### src/hw/rtl/swmzf_pkg.sv
// Shared constants for the strided window mean and zero fraction block.
// Used by the divider, the sample ring and the top level; depends on nothing.
package swmzf_pkg;

    localparam int unsigned SAMPLE_W       = 17;
    localparam int unsigned FRAC_BITS      = 16;
    localparam int unsigned WIN_W          = 9;
    localparam int unsigned STRIDE_W       = 13;
    localparam int unsigned COUNTDOWN_W    = 12;
    localparam int unsigned MAX_STRIDE     = 4096;
    localparam int unsigned DEF_MAX_WINDOW = 256;

    localparam int unsigned CFG_IDX_W  = 2;
    localparam int unsigned CFG_DATA_W = 17;

    // Register indexes of the configuration port.
    localparam logic [CFG_IDX_W-1:0] REG_WINDOW_LENGTH  = 2'd0;
    localparam logic [CFG_IDX_W-1:0] REG_STRIDE         = 2'd1;
    localparam logic [CFG_IDX_W-1:0] REG_ZERO_THRESHOLD = 2'd2;

    localparam logic [WIN_W-1:0]    RST_WINDOW_LENGTH  = 9'd16;
    localparam logic [STRIDE_W-1:0] RST_STRIDE         = 13'd4;
    localparam logic [SAMPLE_W-1:0] RST_ZERO_THRESHOLD = 17'd66;

    // Widths that follow from the ring depth.
    localparam int unsigned DEF_LEN_W  = $clog2(DEF_MAX_WINDOW + 1);
    localparam int unsigned DEF_DEND_W = SAMPLE_W + DEF_LEN_W;

endpackage

### src/hw/rtl/swmzf_ring.sv
// Sample ring: ratio sample and zero flag per entry, one write and one read port.
// Depends on swmzf_pkg for the sample width.
module swmzf_ring #(
    parameter int unsigned MAX_WINDOW = swmzf_pkg::DEF_MAX_WINDOW
) (
    input  logic                            i_clk,
    input  logic                            i_rd_en,
    input  logic [$clog2(MAX_WINDOW)-1:0]   i_rd_addr,
    output logic [swmzf_pkg::SAMPLE_W:0]    o_rd_data,
    input  logic                            i_wr_en,
    input  logic [$clog2(MAX_WINDOW)-1:0]   i_wr_addr,
    input  logic [swmzf_pkg::SAMPLE_W:0]    i_wr_data
);
    import swmzf_pkg::*;

    logic [SAMPLE_W:0] mem [MAX_WINDOW];
    logic [SAMPLE_W:0] r_rd_data;

    always_ff @(posedge i_clk) begin
        if (i_wr_en) begin
            mem[i_wr_addr] <= i_wr_data;
        end
    end

    always_ff @(posedge i_clk) begin
        if (i_rd_en) begin
            r_rd_data <= mem[i_rd_addr];
        end
    end

    assign o_rd_data = r_rd_data;

endmodule
### config.mk
export PLATFORM = sky130hd
export DESIGN_NAME = swmzf_ring
export DESIGN_NICKNAME = d
export VERILOG_FILES = /design/src/hw/rtl/swmzf_pkg.sv /design/src/hw/rtl/swmzf_ring.sv
export SDC_FILE = /design/constraint.sdc
export NUM_CORES = 2
export LEC_CHECK = 0
export BUFFER_PORTS_ARGS = -buffer_cell sky130_fd_sc_hd__buf_2
export CAP_MARGIN = 20
export CORE_UTILIZATION = 58
export DETAILED_ROUTE_END_ITERATION = 8
export GPL_TIMING_DRIVEN = 0
export PLACE_DENSITY = 0.81
export SLEW_MARGIN = 20
export SYNTH_ARGS = -nofsm -noshare
export SYNTH_HDL_FRONTEND = slang
export SYNTH_MEMORY_MAX_BITS = 65536
export SYNTH_SLANG_ARGS = --single-unit
### constraint.sdc
create_clock -name i_clk -period 4.4 [get_ports i_clk]
set_clock_uncertainty 0.15 [all_clocks]
set_input_delay 0.22 -clock i_clk [delete_from_list [all_inputs] [get_ports i_clk]]
set_output_delay 0.22 -clock i_clk [all_outputs]
set_load 0.1 [all_outputs]
==> reports/results.txt <==
status: finished, violations left
failing checks: design-rule violations, negative setup slack
Tcrit/Tclk final: 1.097
Routed WL per cell: 44.47 um
crit path launch: i_rd_addr[2]
minimum hold slack: 0.04049 ns
max-slew violation count: 0
worst-skew pair later-pin latency: 1.03 ns
first-pass GRT wire length: 800600 um
ys async rst share: 0
setup_tns: -3.078 ns
Root Driver: clkbuf_16
number of global-route vias before repair: 96169
total CTS buffers: 438
Worst setup SP type: primary input
vias: 100186
layout overhead on the synthesized area: 13.96%
Chip Height: 556.6 um
Adder-Cell Fraction of Synth Area: 0
RSZ-0062 raised after global routing: false
vias per inst: 7.432
endpoint class of the critical path: flop
Slew HR: 0.06499
internal power: 71.18 mW
largest net degree at the start of global routing: 132
Worst Hold Class: primary input to flop
crit path max fanout: 11
antenna violations before repair: 53
GR Overflow Total: 0
Mapped Avg Cell Area: 21.54 um^2
row cnt: 203
register share of total power: 0.526
synth top area cells: edfxtp_1 78%, mux4_2 11%, mux2i_1 4.4%
min Tclk post-route: 4.827 ns
top cells by count, synth: 4626 x edfxtp_1, 864 x mux4_2, 792 x mux2i_1
sequential share of the synthesized area: 0.7787
power density cells: 454.9 mW/mm^2
H-Tree Depth: 5
EDFF count, synth: 4626
Initial DRT Pass Iterations: 9
Initial Utilization: 0.5834
CTS tree: yes
Net Sw Power: 21.31 mW
Synth Area in Simple Gates: 0.01657
PortBufs: 46
static leakage: 64.33 nW
Initial DRC Count: 19334
detailed-route wire length: 599500 um
WP data required: 4.96 ns
XOR/XNOR Fraction of Synth Area: 0
Synth top area share: 0.7787
ys flop type: edfxtp_1
GP Congestion: 1.044
# IOs: 55
synthesized flop and latch total: 4626
mux contribution to synthesized area: 0.1535
Core Box Area: 0.3058 mm^2
clk buf depth: 4
Final WS setup: -0.4268 ns
chip width: 556.6 um
Peak VDD IR: 0.0005987 V
post-synthesis compound-gate area fraction: 0.03403
Total Power: 92.49 mW
count of different cell masters after synthesis: 40
DP Area: 0.1887 mm^2
Worst-path clk slew: 0.06 ns
Yosys warning count: 0
Worst Min Path Start: i_wr_data[17]
Final ANT Viol Nets: 0
main combinational cell family by area after synthesis: multiplexers
cell taking the most area after synthesis: edfxtp_1
Switching Fraction: 0.2304
synthesized cell area: 0.1784 mm^2
GRT Total Usage: 0.3857
Worst-Margin Slew: 1.403 ns
Residual DRC: 18
Final setup viols: 17
Die ar.: 0.3098 mm^2
Detailed Place HPWL: 382500 um
WP data arrival: 5.39 ns
Fin. Hold Viols: 0
Clk network pwr share: 0.412
kind of critical path: primary input to flop
max_cap viols: 0
Final nets: 9015
RR Startpoint: mem[156][2]
setup repair bufs after CTS: 0
Syn Nets: 8318
cell count after synthesis: 8281
# clock sinks: 4626
Post-Layout Inst Area: 0.2033 mm^2
proportion of layout cells with a drive suffix above 1: 0.2481
Comb power frac: 0.063
cell with the most instances after synthesis: edfxtp_1
max frequency: 0.2072 GHz
-- layout by cell type (no fill, tap or decap), types with 50 or more instances in the layout --
master,synthesis,layout
buf_6,84,154
nor3_1,159,156
o221ai_1,317,317
clkinv_1,1,107
a22oi_1,51,51
nor2_4,0,162
nor2_2,0,95
edfxtp_1,4626,4626
buf_2,92,128
a21oi_1,190,185
mux4_2,864,864
clkbuf_1,228,245
clkbuf_2,0,64
nand2_1,81,81
buf_8,12,58
clkinv_2,0,97
clkbuf_16,0,441
buf_16,0,50
o22ai_1,238,236
mux2i_1,792,792
-- per-layer routing --
| layer | part of all wire | vias to the layer above | track usage |
|---|---|---|---|
| li1 | - | 36634 | - |
| met4 | 0.089 | 50 | 0.2710 |
| met1 | 0.31 | 51054 | 0.4732 |
| met5 | 0.0011 | - | 0.007032 |
| met3 | 0.15 | 2212 | 0.1277 |
| met2 | 0.45 | 10236 | 0.5812 |
-- worst max-delay path, stage by stage --
cell      delay [ns]
buf_2           0.13
buf_2           0.54
or2_1           0.18
buf_2           0.30
buf_2           0.52
buf_2           0.64
clkbuf_1        0.62
o221ai_1        0.42
a21oi_1         0.94
a31oi_1         0.35
nand4_1         0.36
nor4_2          0.10
-- power by group through the flow --
stage                     Clock (mW)  Sequential [mW]  Combinational (mW)
after floorplan                    0             49.7                2.42
after global placement             0             49.7                5.04
after detailed placement           0             49.6                5.39
after CTS                       37.8             48.6                5.50
after global routing            39.3             48.6                5.70
final                           38.1             48.6                5.79
-- kinds of logic after synthesis --
group                  count (synthesis)
DFF                                 4626
muxes                               1656
AOI/OAI and AO/OA                    862
and+or+nand+nor                      637
buffers and inverters                500
-- sequential cells by signal (all words and copies together) (netlist names) --
signal / cells
mem: 4608
o_rd_data: 18
-- final cells by class --
class                      count  area, um^2
tap                         4100        5130
timing repair buffer         257        3904
clock inverter               285        2811
sequential                  4626      138900
inverter                       4       16.27
multi-input combinational   3155       37920
fill                       18422      102500
buffer                       496        3182
clock buffer                 524       11350
antenna                       34       85.08
-- through the flow --
stage | cells | setup slack [ns] | utilization
floorplan | 8281 | 1.778 | -
global placement | 12427 | -1.599 | 0.6009
detailed placement | 12607 | -1.314 | 0.6170
CTS | 13445 | 0.005570 | 0.6643
global route | 13457 | 0.01000 | 0.6646
finish | 13481 | -0.4268 | 0.6648
-- path summary, 6_finish.rpt --
kind                   to  slack (ns)  depth (start not counted)
max          o_rd_data[1]       -0.43                         12
min          mem[115][17]        0.04                          2
max reg2reg  o_rd_data[2]        0.72                          5
min reg2reg  o_rd_data[2]        1.04                          6
-- timing repair --
| action | 4_1_cts | 5_1_grt |
|---|---|---|
| setup endpoints to repair | 13 | 6 |
| resized for setup | 5 | 9 |
| hold buffers | 29 | 0 |
| pin swaps | 0 | 0 |
| endpoints found under the hold margin | 3699 | 0 |
Power figures use the tool's default switching activity.
