===== src/hw/rtl/swmzf_pkg.sv =====
// Shared constants for the strided window mean and zero fraction block.
// Used by the divider, the sample ring and the top level; depends on nothing.
package swmzf_pkg;

    localparam int unsigned SAMPLE_W       = 17;
    localparam int unsigned FRAC_BITS      = 16;
    localparam int unsigned WIN_W          = 9;
    localparam int unsigned STRIDE_W       = 13;
    localparam int unsigned COUNTDOWN_W    = 12;
    localparam int unsigned MAX_STRIDE     = 4096;
    localparam int unsigned DEF_MAX_WINDOW = 256;

    localparam int unsigned CFG_IDX_W  = 2;
    localparam int unsigned CFG_DATA_W = 17;

    // Register indexes of the configuration port.
    localparam logic [CFG_IDX_W-1:0] REG_WINDOW_LENGTH  = 2'd0;
    localparam logic [CFG_IDX_W-1:0] REG_STRIDE         = 2'd1;
    localparam logic [CFG_IDX_W-1:0] REG_ZERO_THRESHOLD = 2'd2;

    localparam logic [WIN_W-1:0]    RST_WINDOW_LENGTH  = 9'd16;
    localparam logic [STRIDE_W-1:0] RST_STRIDE         = 13'd4;
    localparam logic [SAMPLE_W-1:0] RST_ZERO_THRESHOLD = 17'd66;

    // Widths that follow from the ring depth.
    localparam int unsigned DEF_LEN_W  = $clog2(DEF_MAX_WINDOW + 1);
    localparam int unsigned DEF_DEND_W = SAMPLE_W + DEF_LEN_W;

endpackage


===== src/hw/rtl/swmzf_div.sv =====
// Restoring divider, one quotient bit per cycle, shared by both window figures.
// Depends on swmzf_pkg for the sample width.
module swmzf_div #(
    parameter int unsigned LEN_W  = swmzf_pkg::DEF_LEN_W,
    parameter int unsigned DEND_W = swmzf_pkg::DEF_DEND_W
) (
    input  logic                          i_clk,
    input  logic                          i_rst_n,
    input  logic                          i_start,
    input  logic [DEND_W-1:0]             i_dividend,
    input  logic [LEN_W-1:0]              i_divisor,
    output logic                          o_done,
    output logic [swmzf_pkg::SAMPLE_W-1:0] o_quotient
);
    import swmzf_pkg::*;

    localparam int unsigned CNT_W = $clog2(DEND_W + 1);

    logic                r_busy;
    logic                r_done;
    logic [CNT_W-1:0]    r_cnt;
    logic [DEND_W-1:0]   r_dend;
    logic [LEN_W-1:0]    r_div;
    logic [LEN_W-1:0]    r_rem;
    logic [SAMPLE_W-1:0] r_quo;

    logic [LEN_W:0] trial;
    logic           ge;

    assign trial = {r_rem, r_dend[DEND_W-1]};
    assign ge    = trial >= {1'b0, r_div};

    always_ff @(posedge i_clk) begin
        if (!i_rst_n) begin
            r_busy <= 1'b0;
            r_done <= 1'b0;
            r_cnt  <= '0;
        end else begin
            r_done <= 1'b0;
            if (i_start) begin
                r_busy <= 1'b1;
                r_cnt  <= CNT_W'(DEND_W);
            end else if (r_busy) begin
                r_cnt <= r_cnt - CNT_W'(1);
                if (r_cnt == CNT_W'(1)) begin
                    r_busy <= 1'b0;
                    r_done <= 1'b1;
                end
            end
        end
    end

    // The quotient always fits 17 bits here, so higher quotient bits are dropped.
    always_ff @(posedge i_clk) begin
        if (i_start) begin
            r_dend <= i_dividend;
            r_div  <= i_divisor;
            r_rem  <= '0;
            r_quo  <= '0;
        end else if (r_busy) begin
            r_dend <= {r_dend[DEND_W-2:0], 1'b0};
            r_rem  <= ge ? LEN_W'(trial - {1'b0, r_div}) : trial[LEN_W-1:0];
            r_quo  <= {r_quo[SAMPLE_W-2:0], ge};
        end
    end

    assign o_done     = r_done;
    assign o_quotient = r_quo;

endmodule


===== config.mk =====
export PLATFORM = sky130hd
export DESIGN_NAME = swmzf_div
export DESIGN_NICKNAME = d
export VERILOG_FILES = /design/src/hw/rtl/swmzf_pkg.sv /design/src/hw/rtl/swmzf_div.sv
export SDC_FILE = /design/constraint.sdc
export NUM_CORES = 1
export LEC_CHECK = 0
export BUFFER_PORTS_ARGS = -buffer_cell sky130_fd_sc_hd__clkbuf_2
export CAP_MARGIN = 20
export CELL_PAD_IN_SITES_DETAIL_PLACEMENT = 0
export CELL_PAD_IN_SITES_GLOBAL_PLACEMENT = 1
export CORE_UTILIZATION = 44
export CTS_BUF_LIST = sky130_fd_sc_hd__clkbuf_16
export CTS_CLUSTER_DIAMETER = 120
export DETAILED_ROUTE_END_ITERATION = 10
export GPL_TIMING_DRIVEN = 0
export PLACE_DENSITY = 0.87
export SYNTH_ARGS = -nofsm -noshare
export SYNTH_HDL_FRONTEND = slang
export SYNTH_SLANG_ARGS = --single-unit
export TNS_END_PERCENT = 5

===== constraint.sdc =====
create_clock -name i_clk -period 2.95 [get_ports i_clk]
set_clock_uncertainty 0.05 [all_clocks]
set_input_delay 0.295 -clock i_clk [delete_from_list [all_inputs] [get_ports i_clk]]
set_output_delay 0.295 -clock i_clk [all_outputs]
set_load 0.01 [all_outputs]

==> out/results.tsv <==
metric	value	unit
result of the run	finished clean	
Worst Tran Pin Value	940	ps
die area	0.00746	sq mm
crit path to	r_rem[3]	
Detailed Place HPWL	4.11	mm
number of distinct library cells after synthesis	46	
Worst EP required	3080	ps
Area Growth Syn to Fin	23.0	%
setup slack, reg-to-reg	420	ps
max frequency	395	MHz
initial DRC count	81	
Logic pwr share	9.9	%
Seq/Total Area, Yosys	54.6	%
RR Startpoint	r_dend[25]	
Top FF cell, synth	edfxtp_1	
Mapped Area	0.00313	sq mm
placed inst area	0.00353	sq mm
Net count, final	382	
Syn Inst Count	266	
async set-or-reset flop fraction in the synthesized netlist	0	%
worst min path class	in2reg	
post-route ant nets	0	
VDD IR-drop max	0.000370	V
final worst path period share	85.7	%
Crit. Startpoint	r_dend[25]	
drt drc	0	
vias post-DR	2177	
clk sinks	68	
RSZ-0062 raised after global routing	no	
DR pass1 iterations	4	
startpoint types	register	
CTS Root Cell	clkbuf_16	
fin. max-slew vios	0	
total track usage	16.6	%
Leakage	1.62	nW
CP endpoint kind	register	
Rel. slew slack	37.3	%
clk buf depth	2	
layout cells sized above 1	31.2	%
total wire length	5.68	mm
Yosys Warn Count	0	
pre-CTS WS	435	ps
final worst path period need	2530	ps
Net Count, Synth	316	
H-Tree Depth	3	
share of the synthesized area in the top cell type	33.5	%
sequential share of power	44.4	%
die height	86.4	um
IO Pins	56	
CTS buffer count	9	
wire per inst	13.1	um
Avg Cell Area, Syn	11.8	sq um
P_sw	0.552	mW
Final Hold Fails	0	
r2r worst-path depth	9	
largest net degree at the start of global routing	27	
GP Congestion	0.760	
CP arrival	2660	ps
Clock power frac	45.8	%
buffers added on ports	55	
CTS clock-pin slew for the worst setup and hold paths	60	ps
Antenna Cells	0	
Crit Reg-Reg Endpoint	r_rem[3]	
vias in the first global route	2091	
Crit Path Category	reg2reg	
initial antenna violation count	0	
critical-path maximum fanout	5	
MaxCap Viol Count	0	
post-CTS sizing	0	
final core utilization	56.4	%
Clk Latency, worst-skew pair	330	ps
pwr/cell area	637	mW/mm^2
Finished Cell Area	0.00385	sq mm
Internal	1.90	mW
worst setup margin	421	ps
Seq cells post-synth	68	
Final TNS setup	0	ps
postcts setup bufs	0	
chip width	86.4	um
Rows	30	
CTS tree	done	
final setup fails	0	
via density per instance	5.03	
Initial Utilization	45.9	%
total grt overflow	0	
Sw Share	22.5	%
Tot Pwr	2.45	mW
hold buffers post-CTS	0	
leading area contributor after synthesis	edfxtp_1	
Core Footprint	0.00683	sq mm
global-route wire length before repair	9.55	mm
Area contributors post-synth	edfxtp_1 34%, dfxtp_1 21%, mux2_2 9.0%, mux2i_1 5.1%, ha_1 4.4%	
EDFF count, synth	35	
-- per-stage QoR --
step / hold slack [ps] / cells
finish: 90.4 / 433
detailed placement: 424 / 417
CTS: 85.5 / 433
floorplan: 344 / 266
global route: 83.2 / 433
global placement: 422 / 417
-- state kept, by name (all words and copies together), names as in the netlist --
name / cells
o_done: 1
o_quotient: 17
r_dend: 26
r_busy: 1
r_cnt: 5
r_rem: 9
r_div: 9
-- synth_stat cells (4+ instances only) --
master    number
a21oi_1        6
clkbuf_1       7
dfxtp_1       33
edfxtp_1      35
ha_1          11
inv_1         14
mux2_2        25
mux2i_1       16
nand2_1       11
nand4_1        5
nor2_1        36
nor2b_1        4
nor3_1         4
o21ai_0        5
xnor2_1        5
xor2_1         5
-- per-layer routing --
metal	up-vias	GRT usage, %	routed length (um)
met5	-	0	0
met4	0	6.36	83
met3	7	5.81	433
met2	64	25.7	2540
met1	1008	21.4	2620
li1	1098	-	-
-- placed cells by master, fill, tap and decap left out, types with 2 or more instances in the layout --
master     Yosys  layout
a21o_1         3       3
a21oi_1        6       6
a311oi_1       2       2
a41oi_1        2       2
and2_1         3       3
buf_2          2       2
clkbuf_1       7       7
clkbuf_16      0      12
clkbuf_2       0      55
dfxtp_1       33      33
edfxtp_1      35      35
ha_1          11      11
inv_1         14      15
mux2_2        25      25
mux2i_1       16      16
nand2_1       11      11
nand2b_1       3       3
nand3_1        2       2
nand4_1        5       5
nor2_1        36      36
nor2b_1        4       4
nor3_1         4       4
nor4b_1        2       2
o21ai_0        5       5
o21ai_1        2       2
o311ai_0       2       2
o31ai_1        2       2
xnor2_1        5       5
xor2_1         5       5
-- power groups by stage --
stage / Combinational (mW) / Clock [mW] / Sequential, mW
global placement: 0.237 / 0 / 1.11
global route: 0.269 / 1.17 / 1.10
finish: 0.242 / 1.12 / 1.09
floorplan: 0.179 / 0 / 1.10
detailed placement: 0.244 / 0 / 1.11
CTS: 0.245 / 1.14 / 1.09
-- critical path, stage by stage (launching register included) --
cell and delay (ps):
edfxtp_1 390, inv_1 70, ha_1 150, inv_1 50, fa_1 460, a211oi_4 300, o21ai_2 120, a32o_2 290
nor2_1 300, o311ai_0 190
-- cell type report --
type / count / area, sq um
timing repair buffer: 55 / 275
tap: 96 / 120
clock buffer: 12 / 300
sequential: 68 / 1710
multi-input combinational: 174 / 1330
clock inverter: 4 / 23.8
fill: 610 / 2980
buffer: 10 / 40.0
inverter: 14 / 52.6
-- worst min-delay path by stage --
stage                 startpoint       end  cells past startpoint
floorplan           i_divisor[0]  r_div[0]                      0
global placement    i_divisor[6]  r_div[6]                      1
global route        i_divisor[3]  r_div[3]                      1
detailed placement  i_divisor[3]  r_div[3]                      1
finish              i_divisor[3]  r_div[3]                      1
CTS                 i_divisor[3]  r_div[3]                      1
-- cells by family (layout without fill, tap and decap cells) --
group	after synthesis	after routing	share of synthesized area, %
and+or+nand+nor	74	74	11.3
DFF	68	68	54.6
muxes	41	41	14.1
AOI/OAI and AO/OA	37	37	9.23
buffers and inverters	24	95	2.96
adders and majority gates	12	12	5.03
xor gates and xnor gates	10	10	2.80
Power figures use the tool's default switching activity.
